### src/rtl/chks_pkg.sv
// Package with the sizes, status codes and control types of the chained hash key store.
`default_nettype none
package chks_pkg;
    localparam int unsigned BUCKETS  = 64;
    localparam int unsigned CAPACITY = 256;
    localparam int unsigned BKT_W    = (BUCKETS > 1) ? $clog2(BUCKETS) : 1;
    localparam int unsigned IDX_W    = (CAPACITY > 1) ? $clog2(CAPACITY) : 1;
    localparam int unsigned LNK_W    = $clog2(CAPACITY + 1);
    localparam logic [LNK_W-1:0] EMPTY_MARK = LNK_W'(CAPACITY);
    localparam int unsigned ENT_W    = 32 + 32 + LNK_W;

    localparam logic [2:0] ST_INSERTED  = 3'd0;
    localparam logic [2:0] ST_DUPLICATE = 3'd1;
    localparam logic [2:0] ST_FOUND     = 3'd2;
    localparam logic [2:0] ST_MISS      = 3'd3;
    localparam logic [2:0] ST_FULL      = 3'd4;

    localparam logic OP_INSERT = 1'b0;
    localparam logic OP_FIND   = 1'b1;

    typedef struct packed {
        logic load;
        logic clr_head;
        logic rd_head;
        logic rd_entry;
        logic advance;
        logic wr_new;
        logic wr_prev;
        logic wr_head;
        logic done;
    } t_cmd;

    typedef struct packed {
        logic clr_last;
        logic is_entry;
        logic walk_ok;
        logic key_eq;
        logic key_lt;
        logic op_find;
        logic full;
    } t_sts;
endpackage
`default_nettype wire

### src/rtl/chks_ctrl.sv
// Controller state machine that sequences the reset clearing pass and the bucket chain walk.
`default_nettype none
module chks_ctrl
    import chks_pkg::*;
(
    input  wire logic i_clk,
    input  wire logic i_rst_n,
    input  wire logic start,
    input  wire t_sts i_sts,
    output t_cmd      o_cmd,
    output logic      busy,
    output logic      o_valid
);
    typedef enum logic [6:0] {
        S_CLEAR = 7'b0000001,
        S_IDLE  = 7'b0000010,
        S_HEAD  = 7'b0000100,
        S_READ  = 7'b0001000,
        S_CHECK = 7'b0010000,
        S_LINK  = 7'b0100000,
        S_DONE  = 7'b1000000
    } t_state;

    t_state r_state, n_state;
    logic   r_valid;

    always_comb begin
        n_state = r_state;
        o_cmd   = '0;
        unique case (r_state)
            S_CLEAR: begin
                o_cmd.clr_head = 1'b1;
                if (i_sts.clr_last) begin
                    n_state = S_IDLE;
                end
            end
            S_IDLE: begin
                if (start) begin
                    o_cmd.load = 1'b1;
                    n_state = S_HEAD;
                end
            end
            S_HEAD: begin
                o_cmd.rd_head = 1'b1;
                n_state = S_READ;
            end
            S_READ: begin
                o_cmd.rd_entry = 1'b1;
                n_state = S_CHECK;
            end
            S_CHECK: begin
                if (i_sts.is_entry && i_sts.walk_ok && !i_sts.key_eq &&
                    (i_sts.op_find || !i_sts.key_lt)) begin
                    o_cmd.advance = 1'b1;
                    n_state = S_READ;
                end else begin
                    o_cmd.done = 1'b1;
                    if (!i_sts.op_find && !(i_sts.is_entry && i_sts.walk_ok &&
                        i_sts.key_eq) && !i_sts.full) begin
                        o_cmd.wr_new = 1'b0;
                        n_state = S_LINK;
                    end else begin
                        n_state = S_DONE;
                    end
                end
            end
            S_LINK: begin
                o_cmd.wr_new = 1'b1;
                n_state = S_DONE;
            end
            S_DONE: begin
                n_state = S_IDLE;
            end
            default: n_state = S_IDLE;
        endcase
    end

    always_ff @(posedge i_clk) begin
        if (!i_rst_n) begin
            r_state <= S_CLEAR;
            r_valid <= 1'b0;
        end else begin
            r_state <= n_state;
            r_valid <= (r_state == S_DONE);
        end
    end

    assign busy    = (r_state != S_IDLE);
    assign o_valid = r_valid;
endmodule
`default_nettype wire

### config.mk
export PLATFORM = sky130hd
export DESIGN_NAME = chks_ctrl
export DESIGN_NICKNAME = d
export VERILOG_FILES = /design/src/rtl/chks_pkg.sv /design/src/rtl/chks_ctrl.sv
export SDC_FILE = /design/constraint.sdc
export NUM_CORES = 1
export LEC_CHECK = 0
export ABC_AREA = 1
export BUFFER_PORTS_ARGS = -buffer_cell sky130_fd_sc_hd__buf_2
export CAP_MARGIN = 30
export CORE_AREA = 8 8 45 47
export DETAILED_ROUTE_END_ITERATION = 10
export DIE_AREA = 0 0 53 55
export PLACE_DENSITY_LB_ADDON = 0.05
export SLEW_MARGIN = 20
export SYNTH_ARGS = -nofsm -noshare
export SYNTH_HDL_FRONTEND = slang
export SYNTH_SLANG_ARGS = --single-unit
export TNS_END_PERCENT = 50
### constraint.sdc
create_clock -name i_clk -period 1 [get_ports i_clk]
set_clock_uncertainty 0.1 [all_clocks]
set_input_delay 0.2 -clock i_clk [delete_from_list [all_inputs] [get_ports i_clk]]
set_output_delay 0.2 -clock i_clk [all_outputs]
set_load 0.01 [all_outputs]
Word-level counts from Yosys, hierarchy flattened --
Cells that the tools add are included.
Storage, ports and cells: register bits after elaboration 8, bits of input ports 10, output and inout port bits 11
Cells by class: equality and inequality tests 10, muxes and demuxes 15, reduce and logical (&&, ||, !) cells 13
Operators with widths (number):
- $pmux W7 S6 | 1
- $mux W7 | 4
- $mux W1 | 10
- $eq A7 B1 Y1 const B | 1
- $eq A7 B2 Y1 const B | 1
- $eq A7 B3 Y1 const B | 1
- $eq A7 B4 Y1 const B | 1
- $eq A7 B5 Y1 const B | 1
- $eq A7 B6 Y1 const B | 1
- $eq A7 B7 Y1 const B | 1
- $ne A7 B2 Y1 const B | 1
- $logic_and A1 B1 Y1 | 6
- $logic_not A1 Y1 | 5
- $ne A2 B2 Y1 const B | 2
- $reduce_and A2 Y1 | 1
- $logic_or A1 B1 Y1 | 1

Logic depth before layout (Yosys ltp) --
Gate-level depths: netlist of run 1.
depth after elaboration 8, depth in mapped cells 8, gate-level depth less buffers 8

Worst setup path before layout of run 1 --
Ideal clock, no wire load.
kind register to output, start register r_state[2], end output port o_cmd[7] (netlist name), arrival 908 ps, slack -208 ps, cell stages (with the launch flop) 4, path buffers 0, path through dfxtp_1 -> nor2_4 -> inv_2 -> nor4_1
RTL lines:
- from (decl) | line chks_ctrl.sv:24 | t_state r_state, n_state;
- from (signal assigned) | line chks_ctrl.sv:83 | r_state <= n_state;
- to (decl) | line chks_ctrl.sv:10 | output t_cmd o_cmd,

==> insert_results.sql, run 1 <==
INSERT INTO impl_metrics (metric_group, metric, value, unit) VALUES
('detailed_routing', 'via_count', '596', ''),
('worst_setup_path', 'worst-endpoint-arrival', '1.23', 'ns'),
('outcome', 'failed_checks', 'setup timing', ''),
('place', 'routabilityCongestion', '0.777', ''),
('detailed_routing', 'detailedRoute.firstIterationViolations', '5', ''),
('logic_synthesis', 'synth_edf_count', '0', ''),
('logic_synthesis', 'synth_seq_cells', '8', ''),
('min_path', 'holdCritStartpoint', 'i_rst_n', ''),
('logic_synthesis', 'post_synth_most_frequent_cells', 'sky130_fd_sc_hd__inv_1 (11), sky130_fd_sc_hd__nand2_1 (11), sky130_fd_sc_hd__nor2_1 (11), sky130_fd_sc_hd__dfxtp_1 (8), sky130_fd_sc_hd__nor2_2 (8)', ''),
('global_route', 'grt_first_pass_wirelength', '2430', 'um'),
('clock_tree', 'tritoncts_clock_tree', 'done', ''),
('clock_tree', 'clkSinkCount', '8', ''),
('layout', 'post-route-util', '0.700', ''),
('clock_tree', 'cts_buffer_depth', '2', ''),
('timing', 'final.min_clock_period', '1.53', 'ns'),
('logic_synthesis', 'yosysTopAreaCellShare', '0.328', ''),
('worst_setup_path', 'worst_r2r_endpoint', 'r_state[1]', ''),
('timing', 'min_period_over_period', '1.53', ''),
('worst_setup_path', 'worst_setup_path_end_kind', 'primary output', ''),
('floorplanning', 'fp.dieH', '55', 'um'),
('worst_setup_path', 'ff2ff_setup_slack', '-0.36', 'ns'),
('floorplanning', 'floorplan.io_pins', '21', ''),
('global_route', 'grt_start_max_net_pins', '7', ''),
('timing', 'report.final.hold_viol_count', '0', ''),
('place', 'buffer_ports.inserted', '18', ''),
('global_route', 'grt_pass1_vias', '610', ''),
('floorplanning', 'initial_utilization', '0.353', ''),
('min_path', 'worstHoldPathCells', '2', ''),
('logic_synthesis', 'avgSynthCellArea', '6.59', 'um^2'),
('clock_tree', 'numCtsBuffers', '3', ''),
('worst_setup_path', 'worst-path-max-fanout', '3', ''),
('logic_synthesis', 'top_cells_by_area_in_the_synthesized_netlist', 'sky130_fd_sc_hd__dfxtp_1 (33%), sky130_fd_sc_hd__nor2_2 (10%), sky130_fd_sc_hd__inv_1 (8.5%), sky130_fd_sc_hd__nand2_1 (8.5%), sky130_fd_sc_hd__nor2_1 (8.5%)', ''),
('worst_setup_path', 'r2r_cells', '8', ''),
('logic_synthesis', 'yosys_warnings', '0', ''),
('timing', 'fin_hold_ws', '0.0409', 'ns'),
('layout', 'final_nets', '128', ''),
('detailed_routing', 'detail_route.drc_violations', '0', ''),
('worst_setup_path', 'r2r-start', 'r_state[2]', ''),
('power_and_ir_drop', 'powerDensity', '834', 'nW/um^2'),
('detailed_routing', 'routed_wirelength', '1580', 'um'),
('logic_synthesis', 'cell_area_synth', '488', 'um^2'),
('logic_synthesis', 'netlist-cell-type-count', '17', ''),
('layout', 'drive_above_1_share', '0.707', ''),
('detailed_routing', 'drt_pre_antenna_iters', '4', ''),
('detailed_routing', 'wl_per_cell', '12.0', 'um'),
('clock_tree', 'cts-root-buf', 'sky130_fd_sc_hd__clkbuf_4', ''),
('power_and_ir_drop', 'finalPower', '0.808', 'mW'),
('timing', 'finalWorstSetupSlack', '-0.532', 'ns'),
('floorplanning', 'core_area', '1380', 'um^2'),
('layout', 'flow.area_growth_from_synthesis', '98.5', '%'),
('job', 'cap_violations', '0', ''),
('worst_setup_path', 'criticalPathCategory', 'flip-flop to primary output', ''),
('detailed_routing', 'vias_per_cell', '4.52', ''),
('logic_synthesis', 'yosysSeqAreaShare', '0.328', ''),
('outcome', 'outcome', 'complete, but fails checks', ''),
('global_route', 'grt_antenna_before_repair', '0', ''),
('clock_tree', 'clk_transition_reported_paths', '0.06', 'ns'),
('detailed_routing', 'drt.antenna.violating_nets', '0', ''),
('logic_synthesis', 'netlist_instances', '74', ''),
('min_path', 'min_path_type', 'input pin to flip-flop', ''),
('place', 'dpl.hpwl', '1080', 'um'),
('power_and_ir_drop', 'vdd_ir_drop_max', '0.434', 'mV'),
('clock_tree', 'clk-insertion-delay-late', '0.26', 'ns'),
('global_route', 'groute.usage.overall', '0.115', ''),
('logic_synthesis', 'synth_async_sr_flop_share', '0', ''),
('worst_setup_path', 'worst-endpoint-required', '0.70', 'ns'),
('timing', 'final-setup-viol-count', '16', ''),
('floorplanning', 'die_x', '53', 'um'),
('worst_setup_path', 'worst_setup_path_start_kind', 'flip-flop', ''),
('min_path', 'min_delay_worst_endpoint', 'r_state[0]', ''),
('power_and_ir_drop', 'p_leak', '0.478', 'nW');
## worst max-delay path, cell delays in order (launching register included)
cell and delay, ns:
sky130_fd_sc_hd__dfxtp_4 0.36, sky130_fd_sc_hd__nor2_4 0.14, sky130_fd_sc_hd__nand2_2 0.08, sky130_fd_sc_hd__nor2_4 0.15, sky130_fd_sc_hd__nand3_2 0.09, sky130_fd_sc_hd__inv_2 0.07, sky130_fd_sc_hd__buf_6 0.09
## metal layers
layer  part of all wire  vias up  global-route usage
met1               0.43      268               0.123
met3              0.059        2              0.0214
li1                   -      306                   -
met5                  0        -                   0
met4              0.017        0               0.103
met2               0.49       20               0.191
## repair_timing
action / CTS / global route
setup endpoints to repair: 16 / 17
pin swaps: 9 / 10
buffers inserted: 6 / 3
gates resized for setup: 20 / 14
## through the flow
| step | instances | TNS, ns | instance area, um^2 |
|---|---|---|---|
| 5_1_grt | 132 | -6.53 | 968 |
| 3_3_place_gp | 120 | -2.78 | 721 |
| 2_1_floorplan | 75 | -0.786 | 528 |
| 3_5_place_dp | 120 | -3.06 | 721 |
| 4_1_cts | 129 | -5.51 | 897 |
| 6_report | 132 | -5.55 | 968 |
## area by class of cell
cell class | count | area, um^2 | area share
well taps | 16 | 20.0 | 0.0207
flip-flops and latches | 8 | 174 | 0.180
multi-input cells | 50 | 377 | 0.389
inverters | 15 | 56.3 | 0.0581
clock buffers | 3 | 22.5 | 0.0233
repair buffers | 40 | 319 | 0.329
## worst max-delay path by stage
stage,start,to,slack (ns),cells past startpoint
floorplan,r_state[2],o_cmd[8],-0.14,5
global placement,r_state[1],o_cmd[4],-0.26,6
detailed placement,r_state[1],o_cmd[4],-0.29,6
CTS,r_state[3],o_cmd[4],-0.54,6
global route,r_state[5],o_cmd[4],-0.59,6
finish,r_state[5],o_cmd[4],-0.53,6
## kinds of logic after synthesis
family	count (synthesis)	share of synthesized area
simple gates	46	0.490
compound gates	2	0.0282
buf+inv	17	0.146
flops	8	0.328
other cells	1	0.00768
## layout by cell type, fill, tap and decap left out, types with 4 or more instances in the layout
cell type and count:
sky130_fd_sc_hd__buf_4 19, sky130_fd_sc_hd__nand2_1 8, sky130_fd_sc_hd__nor2_4 11, sky130_fd_sc_hd__inv_2 5, sky130_fd_sc_hd__dfxtp_2 5, sky130_fd_sc_hd__nand2_4 4
sky130_fd_sc_hd__inv_1 10, sky130_fd_sc_hd__buf_2 11, sky130_fd_sc_hd__nor2_1 8, sky130_fd_sc_hd__buf_6 9
## registers in the layout, summed over array words and instances (netlist names)
name and flops:
o_valid 1, r_state 7
## report_power, final
part	switching [mW]	total (mW)	internal, mW
Clock	0.126	0.264	0.138
Combinational	0.101	0.205	0.104
Sequential	0.0117	0.338	0.327
Total	0.239	0.808	0.569
No activity file was read; power rests on OpenSTA's default activity.
==> inputs of run 2 (changes only) <==
Settings changed: ABC_AREA 1 to not set.
==> run 2 against run 1 <==
- the flow still finishes with violations (setup timing)
- sequential power about the same
- first-iteration DRC count did not move
- clock-buffer cell count is the same
- critical endpoint is now o_cmd[8]
- highest routed layer unchanged
==> insert_results.sql, run 2 <==
INSERT INTO impl_metrics (metric_group, metric, value, unit) VALUES
('worst_setup_path', 'worst_setup_path_start_kind', 'flip-flop', ''),
('min_path', 'min_path_type', 'input pin to flip-flop', ''),
('layout', 'registers.top_by_ff_count', 'r_state', ''),
('logic_synthesis', 'netlist_instances', '54', ''),
('clock_tree', 'postCtsHoldBufs', '0', ''),
('logic_synthesis', 'synth_ff_type', 'sky130_fd_sc_hd__dfxtp_1', ''),
('power_and_ir_drop', 'finalPower', '0.745', 'mW'),
('power_and_ir_drop', 'cell_internal_pwr', '0.544', 'mW'),
('logic_synthesis', 'synth_async_sr_flop_share', '0', ''),
('detailed_routing', 'wl_per_cell', '11.4', 'um'),
('clock_tree', 'numCtsBuffers', '3', ''),
('clock_tree', 'clkSinkCount', '8', ''),
('layout', 'flip_flop_count_of_the_largest_register_all_copies_and_words_added', '7', ''),
('worst_setup_path', 'criticalPathCategory', 'flip-flop to primary output', ''),
('logic_synthesis', 'yosysSeqAreaShare', '0.342', ''),
('timing', 'final-setup-viol-count', '16', ''),
('global_route', 'grt-ovfl-total', '0', ''),
('power_and_ir_drop', 'p_leak', '0.400', 'nW'),
('floorplanning', 'core_area', '1380', 'um^2'),
('floorplanning', 'floorplan.io_pins', '21', ''),
('layout', 'drive_above_1_share', '0.615', ''),
('job', 'cap_violations', '0', ''),
('timing', 'report.final.slew_viol_count', '0', ''),
('logic_synthesis', 'post_synth_most_frequent_cells', 'sky130_fd_sc_hd__dfxtp_1 (8), sky130_fd_sc_hd__nor2_1 (5), sky130_fd_sc_hd__nand3_1 (4), sky130_fd_sc_hd__inv_1 (3), sky130_fd_sc_hd__nand2_1 (3)', ''),
('worst_setup_path', 'timing.critical_path.cells', 'nor3_2 -> nand2_1 -> nor2_2 -> and2_4 -> buf_6', ''),
('layout', 'final_common_cell', 'sky130_fd_sc_hd__buf_4', ''),
('timing', 'report.final.hold_viol_count', '0', ''),
('global_route', 'grt_antenna_before_repair', '0', ''),
('detailed_routing', 'drt.antenna.violating_nets', '0', ''),
('layout', 'final_nets', '108', ''),
('clock_tree', 'clk_transition_reported_paths', '0.06', 'ns'),
('global_route', 'groute.usage.overall', '0.108', ''),
('worst_setup_path', 'worst-path-max-fanout', '3', ''),
('power_and_ir_drop', 'vdd_ir_drop_max', '0.888', 'mV'),
('logic_synthesis', 'cell_area_synth', '468', 'um^2'),
('detailed_routing', 'vias_per_cell', '4.58', ''),
('logic_synthesis', 'top_cells_by_area_in_the_synthesized_netlist', 'sky130_fd_sc_hd__dfxtp_1 (34%), sky130_fd_sc_hd__nand3_1 (4.3%), sky130_fd_sc_hd__nor2_1 (4.0%), sky130_fd_sc_hd__nand4b_1 (3.7%), sky130_fd_sc_hd__nor3_4 (3.5%)', ''),
('power_and_ir_drop', 'switching_share', '0.270', ''),
('place', 'post_dp_cell_area', '688', 'um^2'),
('layout', 'mostFrequentLayoutCells', 'sky130_fd_sc_hd__buf_4 (22), sky130_fd_sc_hd__buf_2 (16), sky130_fd_sc_hd__nand3_1 (4), sky130_fd_sc_hd__dfxtp_1 (4)', ''),
('floorplanning', 'fp.dieH', '55', 'um'),
('clock_tree', 'clk-insertion-delay-late', '0.25', 'ns'),
('place', 'buffer_ports.inserted', '18', ''),
('timing', 'min_period_over_period', '1.61', ''),
('logic_synthesis', 'yosysTopAreaCellShare', '0.342', ''),
('worst_setup_path', 'worst-endpoint-required', '0.70', 'ns'),
('logic_synthesis', 'netlist-cell-type-count', '30', ''),
('timing', 'max_freq', '622', 'MHz'),
('worst_setup_path', 'ff2ff_setup_slack', '-0.41', 'ns'),
('min_path', 'worstHoldPathCells', '2', ''),
('layout', 'fin_area', '802', 'um^2'),
('detailed_routing', 'routed_wirelength', '1270', 'um'),
('detailed_routing', 'drt_pre_antenna_iters', '2', ''),
('logic_synthesis', 'synth_seq_cells', '8', ''),
('timing', 'grt_setup_unrepaired', 'true', ''),
('power_and_ir_drop', 'share_comb_of_total_power', '0.202', ''),
('logic_synthesis', 'synth_largest_area_cell', 'sky130_fd_sc_hd__dfxtp_1', ''),
('power_and_ir_drop', 'share_clk_of_total_power', '0.345', ''),
('place', 'dpl.hpwl', '1030', 'um'),
('clock_tree', 'cts-root-buf', 'sky130_fd_sc_hd__clkbuf_4', ''),
('global_route', 'grt_start_max_net_pins', '8', ''),
('logic_synthesis', 'synth_edf_count', '0', ''),
('detailed_routing', 'detail_route.drc_violations', '0', ''),
('global_route', 'grt_pass1_vias', '545', ''),
('detailed_routing', 'via_count', '513', ''),
('outcome', 'outcome', 'complete, but fails checks', ''),
('timing', 'final.min_clock_period', '1.61', 'ns'),
('layout', 'insertedDiodeCount', '0', ''),
('logic_synthesis', 'avgSynthCellArea', '8.67', 'um^2'),
('detailed_routing', 'detailedRoute.firstIterationViolations', '5', ''),
('global_route', 'grt_first_pass_wirelength', '2280', 'um'),
('worst_setup_path', 'slowest_stage', 'sky130_fd_sc_hd__dfxtp_4', ''),
('clock_tree', 'cts_buffer_depth', '2', ''),
('power_and_ir_drop', 'p_switching', '0.201', 'mW'),
('timing', 'finalWorstSetupSlack', '-0.607', 'ns'),
('floorplanning', 'placementRows', '14', ''),
('floorplanning', 'initial_utilization', '0.338', ''),
('worst_setup_path', 'r2r_cells', '7', ''),
('worst_setup_path', 'max_stage_delay', '0.36', 'ns'),
('power_and_ir_drop', 'share_seq_of_total_power', '0.453', ''),
('power_and_ir_drop', 'powerDensity', '928', 'nW/um^2'),
('floorplanning', 'floorplan.die_area', '2920', 'um^2'),
('outcome', 'failed_checks', 'setup timing', ''),
('place', 'routabilityCongestion', '0.757', ''),
('worst_setup_path', 'worst-endpoint-arrival', '1.31', 'ns'),
('clock_tree', 'ctsHtreeMaxLevel', '1', ''),
('clock_tree', 'tritoncts_clock_tree', 'done', ''),
('floorplanning', 'die_x', '53', 'um'),
('layout', 'flow.area_growth_from_synthesis', '71.4', '%'),
('logic_synthesis', 'synthMostInstantiatedCell', 'sky130_fd_sc_hd__dfxtp_1', ''),
('worst_setup_path', 'worst_setup_path_end_kind', 'primary output', ''),
('logic_synthesis', 'yosys_warnings', '0', '');
run 2: path summary, 6_finish.rpt:
kind	start	endpoint
hold / removal	i_sts[6]	r_state[0]
setup reg to reg	r_state[1]	r_state[3]
hold reg to reg	r_state[2]	o_valid
setup / recovery	r_state[5]	o_cmd[8]
run 2: power by group through the flow:
| stage | registers [mW] | clock network [mW] | logic [mW] |
|---|---|---|---|
| after floorplan | 0.347 | 0 | 0.0744 |
| after global placement | 0.347 | 0 | 0.136 |
| after detailed placement | 0.348 | 0 | 0.136 |
| after CTS | 0.341 | 0.267 | 0.150 |
| after global routing | 0.339 | 0.281 | 0.168 |
| final | 0.337 | 0.257 | 0.150 |
run 2: metal layers:
layer	GRT usage	part of all wire
met1	0.104	0.40
met2	0.189	0.53
met3	0.0588	0.055
met4	0.0474	0.0094
met5	0	0
run 2: cell families after synthesis:
kind of cell	Yosys count	share of synthesized area
AND/OR/NAND/NOR	31	0.441
AO/OA/AOI/OAI	8	0.134
flip-flops	8	0.342
buffers and inverters	5	0.0561
XOR/XNOR	1	0.0187
other	1	0.00801
run 2: what timing repair did:
item                                    in CTS  in global routing
gates resized for setup                      7                  3
hold endpoints to repair                     0                  0
pin swaps                                   10                  6
endpoints found under the setup margin      16                 17
setup buffers                                6                  1
run 2: critical path, delay by kind of cell (launching register included):
kind	cells	cell delay, ns
buffers and inverters	1	0.09
DFF	1	0.36
and+or+nand+nor	4	0.61
run 2: layout make-up:
| cell class | instances | area (um^2) |
|---|---|---|
| Clock buffer | 3 | 22.5 |
| Fill cell | 136 | 582 |
| Inverter | 3 | 11.3 |
| Multi-Input combinational cell | 42 | 313 |
| Sequential cell | 8 | 168 |
| Tap cell | 16 | 20.0 |
| Timing Repair Buffer | 40 | 268 |
run 2: metrics by stage:
stage                     setup WS, ns  hold WS, ns  utilization  instances  TNS, ns
final                           -0.607       0.0814        0.580        112    -6.09
after global routing            -0.709       0.0777        0.580        112    -7.83
after CTS                       -0.625       0.0781        0.567        111    -6.13
after detailed placement        -0.369        0.346        0.497        102    -4.13
after global placement          -0.377        0.348        0.497        102    -4.11
after floorplan                 -0.214        0.190            -         55    -1.98
